`config.mk`:
```
export PLATFORM = sky130hd
export DESIGN_NAME = rlz_ctrl
export DESIGN_NICKNAME = d
export VERILOG_FILES = /design/src/hw/rtl/rlz_pkg.sv /design/src/hw/rtl/rlz_ctrl.sv
export SDC_FILE = /design/constraint.sdc
export NUM_CORES = 1
export LEC_CHECK = 0
export BUFFER_PORTS_ARGS = -buffer_cell sky130_fd_sc_hd__buf_2
export CAP_MARGIN = 10
export CORE_ASPECT_RATIO = 1.5
export CORE_MARGIN = 4
export CORE_UTILIZATION = 28
export DETAILED_ROUTE_END_ITERATION = 16
export GPL_TIMING_DRIVEN = 1
export PLACE_DENSITY = 0.5
export REMOVE_ABC_BUFFERS = 1
export SYNTH_ARGS = -nofsm -noshare
export SYNTH_HDL_FRONTEND = slang
export SYNTH_SLANG_ARGS = --single-unit
export TNS_END_PERCENT = 1
```
`constraint.sdc`:
```
create_clock -name clk_i -period 1.5 [get_ports clk_i]
set_clock_uncertainty 0.05 [all_clocks]
set_input_delay 0 -clock clk_i [delete_from_list [all_inputs] [get_ports clk_i]]
set_output_delay 0 -clock clk_i [all_outputs]
set_load 0.02 [all_outputs]
```
`src/hw/rtl/rlz_pkg.sv`:
```
`timescale 1ns / 1ps
// Shared types and constants for the range add / last zero store.
// No dependencies; imported by every module of the block.
package rlz_pkg;

  localparam int unsigned MaxElements = 1024;
  localparam int unsigned IdxW        = 10;
  localparam int unsigned ValW        = 11;
  localparam int unsigned PtrW        = 11;
  localparam int unsigned DeltaW      = 12;

  localparam logic [PtrW-1:0] SizeReset = PtrW'(MaxElements);
  localparam logic [PtrW-1:0] LastAddr  = PtrW'(MaxElements - 1);

  typedef enum logic [1:0] {
    OP_LOAD = 2'd0,
    OP_ADD  = 2'd1,
    OP_FIND = 2'd2,
    OP_BAD  = 2'd3
  } op_e;

  typedef struct packed {
    logic [1:0]               opcode;
    logic [IdxW-1:0]          element_index;
    logic [ValW-1:0]          load_value;
    logic [PtrW-1:0]          range_start;
    logic [PtrW-1:0]          range_end;
    logic signed [DeltaW-1:0] delta;
    logic [PtrW-1:0]          search_bound;
  } req_t;

  typedef struct packed {
    logic [IdxW-1:0] zero_index;
    logic            found;
    logic            error;
  } rsp_t;

  typedef enum logic [3:0] {
    ST_CLEAR,
    ST_IDLE,
    ST_DECODE,
    ST_CHK_RD,
    ST_CHK_EV,
    ST_APP_RD,
    ST_APP_WR,
    ST_FND_RD,
    ST_FND_EV,
    ST_DONE
  } state_e;

  // controller to datapath
  typedef struct packed {
    logic capture;
    logic clr_wr;
    logic load_wr;
    logic add_wr;
    logic rd;
    logic rd_prev;
    logic ptr_clr;
    logic ptr_rs;
    logic ptr_bound;
    logic ptr_inc;
    logic ptr_dec;
    logic set_err;
    logic set_found;
    logic res_load;
  } ctrl_t;

  // datapath to controller
  typedef struct packed {
    op_e  op;
    logic idx_bad;
    logic range_bad;
    logic range_empty;
    logic ptr_at_end;
    logic ptr_zero;
    logic ptr_last;
    logic val_bad;
    logic val_zero;
    logic res_free;
  } stat_t;

endpackage

```
`src/hw/rtl/rlz_ctrl.sv`:
```
`timescale 1ns / 1ps
// Controller of the range add / last zero store: sequences each request.
// Depends on rlz_pkg.
module rlz_ctrl import rlz_pkg::*; (
  input  logic  clk_i,
  input  logic  rst_ni,
  input  logic  in_valid_i,
  output logic  in_ready_o,
  input  stat_t stat_i,
  output ctrl_t ctrl_o
);

  state_e state_q, state_d;

  always_ff @(posedge clk_i or negedge rst_ni) begin
    if (!rst_ni) begin
      state_q <= ST_CLEAR;
    end else begin
      state_q <= state_d;
    end
  end

  always_comb begin
    state_d = state_q;
    unique case (state_q)
      ST_CLEAR:  if (stat_i.ptr_last) state_d = ST_IDLE;
      ST_IDLE:   if (in_valid_i) state_d = ST_DECODE;
      ST_DECODE: begin
        unique case (stat_i.op)
          OP_ADD: begin
            if (stat_i.range_bad || stat_i.range_empty) state_d = ST_DONE;
            else state_d = ST_CHK_RD;
          end
          OP_FIND: state_d = ST_FND_RD;
          default: state_d = ST_DONE;
        endcase
      end
      ST_CHK_RD: state_d = stat_i.ptr_at_end ? ST_APP_RD : ST_CHK_EV;
      ST_CHK_EV: state_d = stat_i.val_bad ? ST_DONE : ST_CHK_RD;
      ST_APP_RD: state_d = stat_i.ptr_at_end ? ST_DONE : ST_APP_WR;
      ST_APP_WR: state_d = ST_APP_RD;
      ST_FND_RD: state_d = stat_i.ptr_zero ? ST_DONE : ST_FND_EV;
      ST_FND_EV: state_d = stat_i.val_zero ? ST_DONE : ST_FND_RD;
      ST_DONE:   if (stat_i.res_free) state_d = ST_IDLE;
      default:   state_d = ST_IDLE;
    endcase
  end

  always_comb begin
    ctrl_o     = '0;
    in_ready_o = 1'b0;
    unique case (state_q)
      ST_CLEAR: begin
        ctrl_o.clr_wr  = 1'b1;
        ctrl_o.ptr_inc = 1'b1;
      end
      ST_IDLE: begin
        in_ready_o     = 1'b1;
        ctrl_o.capture = in_valid_i;
      end
      ST_DECODE: begin
        unique case (stat_i.op)
          OP_LOAD: begin
            ctrl_o.set_err = stat_i.idx_bad;
            ctrl_o.load_wr = !stat_i.idx_bad;
          end
          OP_ADD: begin
            ctrl_o.set_err = stat_i.range_bad;
            ctrl_o.ptr_rs  = 1'b1;
          end
          OP_FIND: ctrl_o.ptr_bound = 1'b1;
          default: ctrl_o.set_err = 1'b1;
        endcase
      end
      ST_CHK_RD: begin
        if (stat_i.ptr_at_end) ctrl_o.ptr_rs = 1'b1;
        else ctrl_o.rd = 1'b1;
      end
      ST_CHK_EV: begin
        if (stat_i.val_bad) ctrl_o.set_err = 1'b1;
        else ctrl_o.ptr_inc = 1'b1;
      end
      ST_APP_RD: if (!stat_i.ptr_at_end) ctrl_o.rd = 1'b1;
      ST_APP_WR: begin
        ctrl_o.add_wr  = 1'b1;
        ctrl_o.ptr_inc = 1'b1;
      end
      ST_FND_RD: begin
        if (!stat_i.ptr_zero) begin
          ctrl_o.rd      = 1'b1;
          ctrl_o.rd_prev = 1'b1;
          ctrl_o.ptr_dec = 1'b1;
        end
      end
      ST_FND_EV: if (stat_i.val_zero) ctrl_o.set_found = 1'b1;
      ST_DONE:   ctrl_o.res_load = stat_i.res_free;
      default:   ctrl_o.ptr_clr = 1'b1;
    endcase
  end

endmodule

```
Word level (Yosys, flattened, before mapping)
Index checks and enable logic that the tools add are counted.
- memory bits (read-only): 0
- output and inout bits: 15
- input port bits: 14
- memories: 0
- logic and storage cells: 60
- register bits after elaboration: 4
- RAM bits: 0
- bits in latches: 0
- eq/ne operators: 14
- $add $sub $neg: 0
- magnitude comparators: 0
- reductions and logical operators: 8
- multiplexer cells: 37
- divide/modulo/power cells: 0
- shift-type cells: 0
- multiply operators: 0
- bitwise operators: 0
- operators by type and width (operator ; number):
    4-bit case mux with 10 select lines ; 1
    4-bit two-way mux ; 7
    1-bit two-way mux ; 22
    4-bit by 3-bit == test with 1-bit output, second input constant ; 4
    10-bit OR reduction ; 1
    4-bit by 2-bit == test with 1-bit output, second input constant ; 2
    4-bit == test, second input constant ; 2
    1-bit case mux with 2 select lines ; 4
    4-bit case mux with 2 select lines ; 1
    2-bit inequality test, second input constant ; 3
    4-bit by 1-bit == test with 1-bit output, second input constant ; 1
    4-bit logical NOT ; 1
    2-bit OR reduction ; 2
    1-bit case mux with 3 select lines ; 1
    3-bit AND reduction ; 1
    2-bit by 1-bit == test with 1-bit output, second input constant ; 1
    2-bit == test, second input constant ; 1
    2-bit logical NOT ; 1
    2-bit two-way mux ; 1
    1-bit logical NOT ; 1
    1-bit logical OR ; 1

Depth between registers and ports, before layout
Gate-level depths: netlist of the first run.
- depth after elaboration: 4
- depth in mapped cells: 5
- depth with buffers taken out: 5

Worst setup path after synthesis of the first run
OpenSTA, ideal clock, no wires.
- kind: flip-flop to output port
- start point: register state_q[0]
- end point: output port ctrl_o[8] (netlist name)
- slack: -0.153 ns
- path buffers: 3
- stages on the path, launching flop included: 5
- arrival: 1.603 ns
- required time: 1.450 ns
- path through: dfrtp_1 > buf_4 > buf_2 > nor3b_1 > buf_4
- RTL lines (what ; RTL line ; text):
    start: declaration ; rlz_ctrl.sv:13 ; state_e state_q, state_d;
    start signal: assignment ; rlz_ctrl.sv:19 ; state_q <= state_d;
    end: declaration ; rlz_ctrl.sv:10 ; output ctrl_t ctrl_o

==> results of run 1 <==
[power breakdown]
group          leakage, nW  switching [mW]  internal, mW  total, mW
combinational        0.434           0.514         0.556       1.07
sequential          0.0452          0.0746         0.155      0.230
clock               0.0138          0.0415        0.0893      0.131
[cell families after synthesis]
family | after synthesis | share of synthesized area (%)
buffers and inverters | 10 | 10.10
AND/OR/NAND/NOR | 38 | 39.38
AO/OA/AOI/OAI | 17 | 20.62
adder cells (fa/ha/maj) | 4 | 8.248
multiplexers | 3 | 5.155
flip-flops | 4 | 16.50
[worst max-delay path: stages (launching register included)]
cell and delay (ps):
dfrtp_2 400, buf_6 130, nor4b_4 300, buf_4 160, and2_4 130, buf_6 110
[what timing repair did]
item,4_1_cts,5_1_grt
hold endpoints to repair,5,0
cloned,0,0
gates resized for setup,5,9
endpoints found under the setup margin,13,10
buffers inserted,4,4
pin swaps,1,3
hold buffers,2,0
[metrics by stage]
stage,setup TNS (ps),total power [mW],cells,util (%),instance area [um2]
final,-8.047,1.430,144,46.83,960.9
after global placement,-4.884,1.145,131,40.24,825.8
after CTS,-59.08,1.370,140,44.33,909.6
after detailed placement,0,1.145,131,40.24,825.8
after global routing,-452.5,1.556,144,46.83,960.9
after floorplan,-570.3,0.7657,70,-,563.0
[routing by layer]
metal  GRT usage (%)  wire length [um]  vias to the layer above
li1                -                 -                      368
met1           14.77               760                      322
met2           21.55               877                       28
met3           1.667               137                        4
met4           9.609                39                        0
met5               0                 0                        -
[worst max-delay path by stage]
stage	startpoint	endpoint	slack, ps	cells past startpoint
after floorplan	state_q[2]$_DFFE_PN0P_	ctrl_o[3]	-250	2
after global placement	state_q[2]$_DFFE_PN0P_	state_q[1]$_DFFE_PN0P_	-5	4
after detailed placement	state_q[2]$_DFFE_PN0P_	state_q[1]$_DFFE_PN0P_	20	4
after CTS	state_q[2]$_DFFE_PN0P_	ctrl_o[9]	-20	5
after global routing	state_q[2]$_DFFE_PN0P_	ctrl_o[9]	-110	6
final	state_q[2]$_DFFE_PN0P_	ctrl_o[5]	-8	5
[layout make-up]
| type | instances | area, um2 | area share, % |
|---|---|---|---|
| timing repair buffer | 49 | 327.8 | 34.11 |
| multi-input combinational | 62 | 460.4 | 47.92 |
| tap | 22 | 27.53 | 2.865 |
| inverter | 4 | 17.52 | 1.823 |
| sequential | 4 | 105.1 | 10.94 |
| clock buffer | 3 | 22.52 | 2.344 |
[cell usage in the layout, fill, tap and decap left out, types with 2 or more instances in the layout]
cell type and instances:
nand3_1 3, and2_1 2, nor3b_2 2, buf_4 18, nor3_1 2, nand2_1 6
dfrtp_2 4, o21ai_1 2, buf_6 2, clkbuf_4 3, nor2_1 8, mux2i_1 2
buf_2 26, dlygate4sd3_1 2, and3_1 2, ha_1 4, nor4_1 3, inv_1 3
a21oi_1 6, nor2b_1 2
==> summary.txt, run 1 <==
Logic synthesis
  – Yosys cell types: 35
  – Count leader, synth: nor2_1
  – Syn Std Cell Area: 606.8 um2
  – Register area share after synthesis: 16.49%
  – Post-synth ARST share: between 90% and 100%
  – Primary FF master, synth: dfrtp_1
  – Synth top area share: between 15 and 20%
  – Cell accounting for the most synthesized area: dfrtp_1
  – Synth Register Bits: 4
  – Avg Inst Size Synth: ~8.0 um2
  – Post-synth EDFFs: 0
  – Syn Inst Count: 76
  – Top post-synthesis cells by area: dfrtp_1 16%, ha_1 8.2%, a21oi_1 4.9%, nor2_1 4.9%, nor4b_4 3.9%
  – Synth warn: 0
  – Post-synth top cells: 8 x nor2_1, 6 x a21oi_1, 6 x nand2_1

Critical path
  – Flop2flop setup slack: around 30 ps
  – Worst reg2reg path depth: 6
  – Crit-path max FO: 5
  – WP data arrival: 1460 ps
  – WS Path Type: register to output port
  – Worst EP required: between 1000 and 1500 ps
  – CP endpoint kind: output port
  – Type of origin of the critical path: register
  – Reg2reg end: state_q[1]$_DFFE_PN0P_
  – R2r startpoint: state_q[2]$_DFFE_PN0P_

Status
  – Outcome: finished with violations
  – Failing checks: setup timing

Detailed routing
  – Initial DRC Count: 8
  – Detailed-route wire length per cell: roughly 13 um
  – DRT antenna net count: 0
  – Pre-antenna DRT Iters: 4
  – DRC Markers: 0
  – Routed vias: roughly 720
  – Vias per cell: around 5
  – WL final: between 1500 and 2000 um

Layout
  – Layout cells sized above 1: just over 50%
  – Total Nets Final: around 140
  – Area Overhead vs Synth: 58.35%
  – Top flop regs: state_q x4
  – Number of flip-flops in the largest register: 4
  – # fillers: 213
  – Antenna cells: 0
  – Reg with most FFs: state_q

Floorplan
  – Width of the chip: 46.01 um
  – Die area: approximately 3000 um2
  – # rows: 20
  – IO Pins: 29
  – Die Height: between 60 and 70 um
  – Starting density of the core: between 20 and 30%
  – Core Box Area: 2052 um2

Timing
  – Unrepaired setup endpoints after global routing: yes
  – Hold WS: 41.89 ps
  – Final Hold Violating Endpoints: 0
  – Slew headroom: between 80 and 90%
  – Slew Limit Fails: 0
  – Worst-margin pin slew: 267.6 ps
  – Fin crit period: roughly 1500 ps
  – Final Cycle Share: 100.5%
  – Final Setup Violations: 1
  – Final WS setup: -8.047 ps
  – Max frequency: about 660 MHz

CTS
  – Root buffer cell: clkbuf_4
  – CTS tree: built
  – TritonCTS buffer count: 3
  – Clock-pin transition on the worst setup and hold timing paths: approximately 40 ps
  – Clock buffer depth: 2
  – H-tree depth: 1
  – Number of clock sinks: 4
  – Clock Latency Late Sink: ~230 ps

Global routing
  – Initial antenna violation count: 0
  – First-pass GRT wire length: a little under 3000 um
  – Grt ovf: 0
  – Gr usage total: about an eighth
  – Pin count of the biggest net entering global routing: 14
  – Vias in the first global route: about 710

Placed design
  – DP Worst Slack: about 22 ps
  – Dpl hpwl: 1427 um
  – Port Buffers: 28
  – GPL Wtd Cong: 0.8364

Worst hold path
  – Hold_sp: stat_i[0]
  – Hold crit path type: input pin to register
  – Worst Hold Path EP: state_q[3]$_DFFE_PN0P_
  – Hold Crit Depth: 4

Pwr
  – Leakage dissipation: 0.4929 nW
  – PwrDens: between 1000 and 1500 nW/um2
  – VDD IR max: about 0.00044 V

Flow run
  – Max_cap viols: 0
No activity file was read; power rests on OpenSTA's default activity.
==> run 2, diff against run 1 <==
==> constraint.sdc (replaced) <==
create_clock -name clk_i -period 1.5 [get_ports clk_i]
set_clock_uncertainty 0.05 [all_clocks]
set_input_delay 0.075 -clock clk_i [delete_from_list [all_inputs] [get_ports clk_i]]
set_output_delay 0.075 -clock clk_i [all_outputs]
set_load 0.02 [all_outputs]
==> summary.txt, run 2 (same netlist as run 1, synthesis figures left out) <==
Timing
  – Worst-margin pin slew: 282.4 ps
  – Unrepaired setup endpoints after global routing: yes
  – Final WS setup: -65.78 ps
  – Final Setup Violations: 6
  – Slew Limit Fails: 0
  – Max frequency: about 640 MHz
  – Slew headroom: 81.17%
  – Final Hold Violating Endpoints: 0
  – Final Cycle Share: 104.4%
  – Fin crit period: about 1600 ps

Critical path
  – Crit path to: ctrl_o[11]
  – WP data arrival: between 1000 and 1500 ps
  – Slowest stage delay, CP: between 400 and 500 ps
  – Slowest cell on crit path: dfrtp_2
  – CP Depth: 4
  – WS Path Type: register to output port
  – CP endpoint kind: output port
  – Worst EP required: roughly 1400 ps
  – Type of origin of the critical path: register
  – CP Cell Sequence: buf_6, nor4b_4, and3b_1, buf_6
  – R2r startpoint: state_q[2]$_DFFE_PN0P_
  – Reg2reg end: state_q[1]$_DFFE_PN0P_
  – Flop2flop setup slack: 50 ps
  – Worst reg2reg path depth: 5
  – Crit path top cell by count: buf_6
  – Worst path bufs/invs: 2
  – Crit-path max FO: 8
  – CP startpoint: state_q[2]$_DFFE_PN0P_
  – Delay-heaviest family, CP: flip-flops

Detailed routing
  – DRT antenna net count: 0
  – Detailed-route wire length per cell: 14.13 um
  – Vias per cell: around 5.3
  – Routed vias: ~740
  – Pre-antenna DRT Iters: 4
  – DRC Markers: 0
  – WL final: 1964 um
  – Initial DRC Count: 10

CTS
  – Root buffer cell: clkbuf_4
  – H-tree depth: 1
  – TritonCTS buffer count: 3
  – Number of clock sinks: 4
  – Clock-pin transition on the worst setup and hold timing paths: approximately 40 ps
  – Clock buffer depth: 2
  – Clock Latency Late Sink: 240 ps
  – CTS tree: built

Layout
  – Non-Filler Instances: 139
  – Core Util, Final: a little under half
  – Antenna cells: 0
  – Total Nets Final: roughly 140
  – Reg with most FFs: state_q
  – Commonest cells after routing, fill and taps aside: 20 x buf_4, 19 x buf_2, 6 x nor2_1, 6 x nand2_1, 6 x a21oi_1
  – Layout cells sized above 1: 52.99%
  – Number of flip-flops in the largest register: 4
  – # fillers: 222
  – FF+latch area: ~110 um2
  – Area Overhead vs Synth: 60.21%
  – Top flop regs: state_q x4
  – Area of the multi-input gates: roughly 500 um2
  – Commonest non-fill, non-tap cell in the layout: buf_4

Global routing
  – Vias in the first global route: between 700 and 800
  – Pin count of the biggest net entering global routing: 14
  – First-pass GRT wire length: ~3100 um
  – Grt ovf: 0
  – Gr usage total: approximately 14%
  – Initial antenna violation count: 0

Pwr
  – VDD IR max: ~0.00053 V
  – Comb pwr share: between 70% and 80%
  – Clock Power Share: 9.2%
  – P_sw: 686.0 uW
  – Leakage dissipation: 0.4844 nW
  – Pint: about 800 uW
  – PwrDens: approximately 1500 nW/um2
  – Sw Ratio: 46.14%
  – Reg power frac: a little under a fifth
  – Tot Pwr: ~1.5 mW

Floorplan
  – Die area: around 3000 um2
  – IO Pins: 29
  – # rows: 20
  – Die Height: between 60 and 70 um
  – Starting density of the core: about 30%
  – Core Box Area: 2052 um2
  – Width of the chip: between 40 and 50 um

Placed design
  – Port Buffers: 28
  – Dpl hpwl: 1463 um
  – Inst Count DP: ~130
  – GPL Wtd Cong: between 0.8 and 0.9

Status
  – Outcome: finished with violations
  – Failing checks: setup timing

Flow run
  – Max_cap viols: 0

Worst hold path
  – Hold crit path type: input pin to register
-- run 2: per-layer routing --
metal  track usage, %  vias up  wire length [um]
li1                 -      358                 -
met1            15.27      339               743
met2            23.79       36              1002
met3            1.667        8               153
met4            9.964        0                65
met5                0        -                 0
-- run 2: final cells by class --
cell class	count	share of cell area (%)
well taps	22	2.831
inverters	4	1.802
flip-flops and latches	4	10.81
clock buffers	3	2.317
repair buffers	44	30.89
multi-input cells	62	51.35
-- run 2: worst min-delay path, delay by kind of cell --
| kind | cells | cell delay [ps] |
|---|---|---|
| AOI/OAI and AO/OA | 1 | 110 |
| buffers and inverters | 1 | 80 |
| and+or+nand+nor | 1 | 30 |
-- run 2: worst min-delay path by stage --
stage	from	to	slack (ps)	cells past startpoint
after detailed placement	rst_ni	state_q[0]$_DFFE_PN0P_	-160	1
after global routing	stat_i[3]	state_q[0]$_DFFE_PN0P_	60	3
after floorplan	rst_ni	state_q[0]$_DFFE_PN0P_	-270	0
final	stat_i[3]	state_q[0]$_DFFE_PN0P_	40	3
after CTS	stat_i[3]	state_q[0]$_DFFE_PN0P_	40	3
after global placement	rst_ni	state_q[0]$_DFFE_PN0P_	-160	1
-- run 2: power by group through the flow --
stage	clock (mW)	sequential [mW]	combinational [mW]
floorplan	0	0.289	0.477
global placement	0	0.265	0.852
detailed placement	0	0.270	0.856
CTS	0.141	0.265	0.983
global route	0.153	0.283	1.16
finish	0.137	0.273	1.08
-- run 2: metrics by stage --
stage	worst slack, ps	TNS [ps]	instance area [um2]	hold WS (ps)
after floorplan	-328.1	-795.3	563.0	-270.6
after global placement	57.24	0	813.3	-163.6
after detailed placement	5.747	0	813.3	-164.7
after CTS	-72.14	-358.0	925.9	44.55
after global routing	-146.4	-1018	972.2	62.07
final	-65.78	-249.8	972.2	42.74
-- run 2: timing repair --
action                     in CTS  in global routing
gates cloned                    0                  0
hold endpoints to repair        4                  0
resized for setup              17                 12
setup endpoints to repair      14                 15
hold buffers                    1                  0
setup buffers                   4                  0
pin swaps                       1                  1
==> run 3, diff against run 2 <==
Settings changed: CORE_ASPECT_RATIO 1.5 to unset, CORE_UTILIZATION 28 to 44, PLACE_DENSITY 0.5 to 0.74.
==> summary.txt, run 3 (same netlist as run 1, synthesis figures left out) <==
Placed design
  – Placement Cell Area: 764.5 um2
  – Inst Count DP: around 120
  – Dpl hpwl: roughly 1200 um
  – GPL Wtd Cong: 0.7804
  – Port Buffers: 28

Layout
  – Area Overhead vs Synth: 51.13%
  – Non-Filler Instances: 129
  – Commonest non-fill, non-tap cell in the layout: buf_2
  – Reg with most FFs: state_q
  – # fillers: 102
  – Number of flip-flops in the largest register: 4
  – Top flop regs: state_q x4
  – Layout cells sized above 1: about half
  – Antenna cells: 0
  – FF+latch area: just over 100 um2
  – Total Nets Final: 134
  – Area of the multi-input gates: between 400 and 500 um2
  – Fin area: 917.1 um2
  – Commonest cells after routing, fill and taps aside: 22 x buf_2, 13 x buf_4, 6 x nor2_1, 6 x nand2_1, 6 x a21oi_1

Detailed routing
  – Vias per cell: a little under 6
  – Wire length on met1: about 720 um
  – DRT antenna net count: 0
  – Pre-antenna DRT Iters: 6
  – Top Layer Used: met4
  – WL final: 1858 um
  – Routed vias: between 700 and 800
  – Initial DRC Count: 12
  – Detailed-route wire length per cell: 14.40 um
  – DRC Markers: 0
  – Routed wl met2: between 900 and 1000 um
  – Met3 Wirelength: around 190 um

Worst hold path
  – Hold_sp: stat_i[3]
  – Hold Crit Depth: 3
  – Hold crit path type: input pin to register
  – Worst Hold Path EP: state_q[0]$_DFFE_PN0P_

Timing
  – Slew Limit Fails: 0
  – Max frequency: between 600 and 700 MHz
  – Hold WS: about 77 ps
  – Final Setup Violations: 10
  – Final WS setup: -58.51 ps
  – Fin crit period: approximately 1600 ps
  – Final Hold Violating Endpoints: 0
  – Slew headroom: a little over 80%
  – Worst-margin pin slew: roughly 270 ps
  – Final Cycle Share: 103.9%
  – Unrepaired setup endpoints after global routing: yes

Global routing
  – Pin count of the biggest net entering global routing: 23
  – Vias in the first global route: about 680
  – First-pass GRT wire length: around 2800 um
  – Grt ovf: 0
  – Gr usage total: 18.91%
  – Initial antenna violation count: 0

Critical path
  – CP endpoint kind: output port
  – Worst EP required: between 1000 and 1500 ps
  – WP data arrival: between 1000 and 1500 ps
  – CP startpoint: state_q[0]$_DFFE_PN0P_
  – Reg2reg end: state_q[1]$_DFFE_PN0P_
  – Worst reg2reg path depth: 6
  – Flop2flop setup slack: ~40 ps
  – WS Path Type: register to output port
  – Crit-path max FO: 11
  – R2r startpoint: state_q[0]$_DFFE_PN0P_
  – Type of origin of the critical path: register

Floorplan
  – Starting density of the core: between 40% and 50%
  – Die Height: 45.14 um
  – Die area: between 2000 and 2500 um2
  – Core Box Area: 1301 um2
  – # rows: 13
  – Width of the chip: around 45 um
  – IO Pins: 29

Status
  – Failing checks: setup timing
  – Outcome: finished with violations

CTS
  – Clock-pin transition on the worst setup and hold timing paths: about 40 ps
  – CTS tree: built
  – Number of clock sinks: 4
  – H-tree depth: 1
  – Clock Latency Late Sink: roughly 240 ps
  – Root buffer cell: clkbuf_4
  – Clock buffer depth: 2
  – TritonCTS buffer count: 3

Flow run
  – Max_cap viols: 0

Pwr
  – PwrDens: approximately 1500 nW/um2
  – Leakage dissipation: approximately 0.46 nW
  – VDD IR max: 0.0006284 V
==> run 3: changes by cell type in the layout (fill, tap and decap cells not counted), moves of 2 or more <==
cell     change
buf_2        +3
nor2_4       -2
buf_4        -7
nor2b_4      -2
nor2_2       +2
==> run 3: metrics by stage <==
step	TNS (ps)	worst slack, ps	power, mW	utilization [%]
2_1_floorplan	-795.3	-328.1	0.7657	-
3_3_place_gp	0	100.3	1.047	58.75
3_5_place_dp	0	66.26	1.061	58.75
4_1_cts	-262.5	-86.99	1.283	66.15
5_1_grt	-1081	-130.1	1.498	70.48
6_report	-295.1	-58.51	1.408	70.48
==> run 3: worst max path at each step <==
stage | end | slack, ps | depth (start not counted)
floorplan | ctrl_o[3] | -330 | 2
global placement | state_q[1]$_DFFE_PN0P_ | 100 | 4
detailed placement | state_q[1]$_DFFE_PN0P_ | 70 | 4
CTS | ctrl_o[11] | -90 | 4
global route | ctrl_o[4] | -130 | 5
finish | ctrl_o[11] | -60 | 4
==> run 3: per-layer routing <==
layer / track usage (%) / vias up
li1: - / 355
met1: 23.08 / 354
met2: 31.64 / 43
met3: 5.976 / 3
met4: 5.263 / 0
met5: 0 / -
==> run 3: area by class of cell <==
cell class / instances / area share (%)
timing repair buffer: 41 / 32.33
inverter: 4 / 1.910
tap: 15 / 2.046
clock buffer: 3 / 2.456
sequential: 4 / 11.32
multi-input combinational: 62 / 49.93
==> run 3: power by group <==
part / leakage (nW) / switching (mW) / total, mW / internal [mW]
clock network: 0.0138 / 0.0533 / 0.143 / 0.0901
registers: 0.0460 / 0.100 / 0.252 / 0.152
logic: 0.402 / 0.495 / 1.01 / 0.518
total: 0.462 / 0.648 / 1.41 / 0.760
==> run 3: worst max-delay path: stages, from the launching register on <==
cell     delay (ps)
dfrtp_1         400
buf_12          160
nor4b_4         300
and3b_1         210
buf_6           120
==> run 3: what timing repair did <==
action                                 4_1_cts  5_1_grt
endpoints found under the hold margin        4        0
resized for setup                           10        6
hold buffers                                 1        0
pin swaps                                    2        4
setup endpoints to repair                   13       13
gates cloned                                 0        1
setup buffers                                5        2
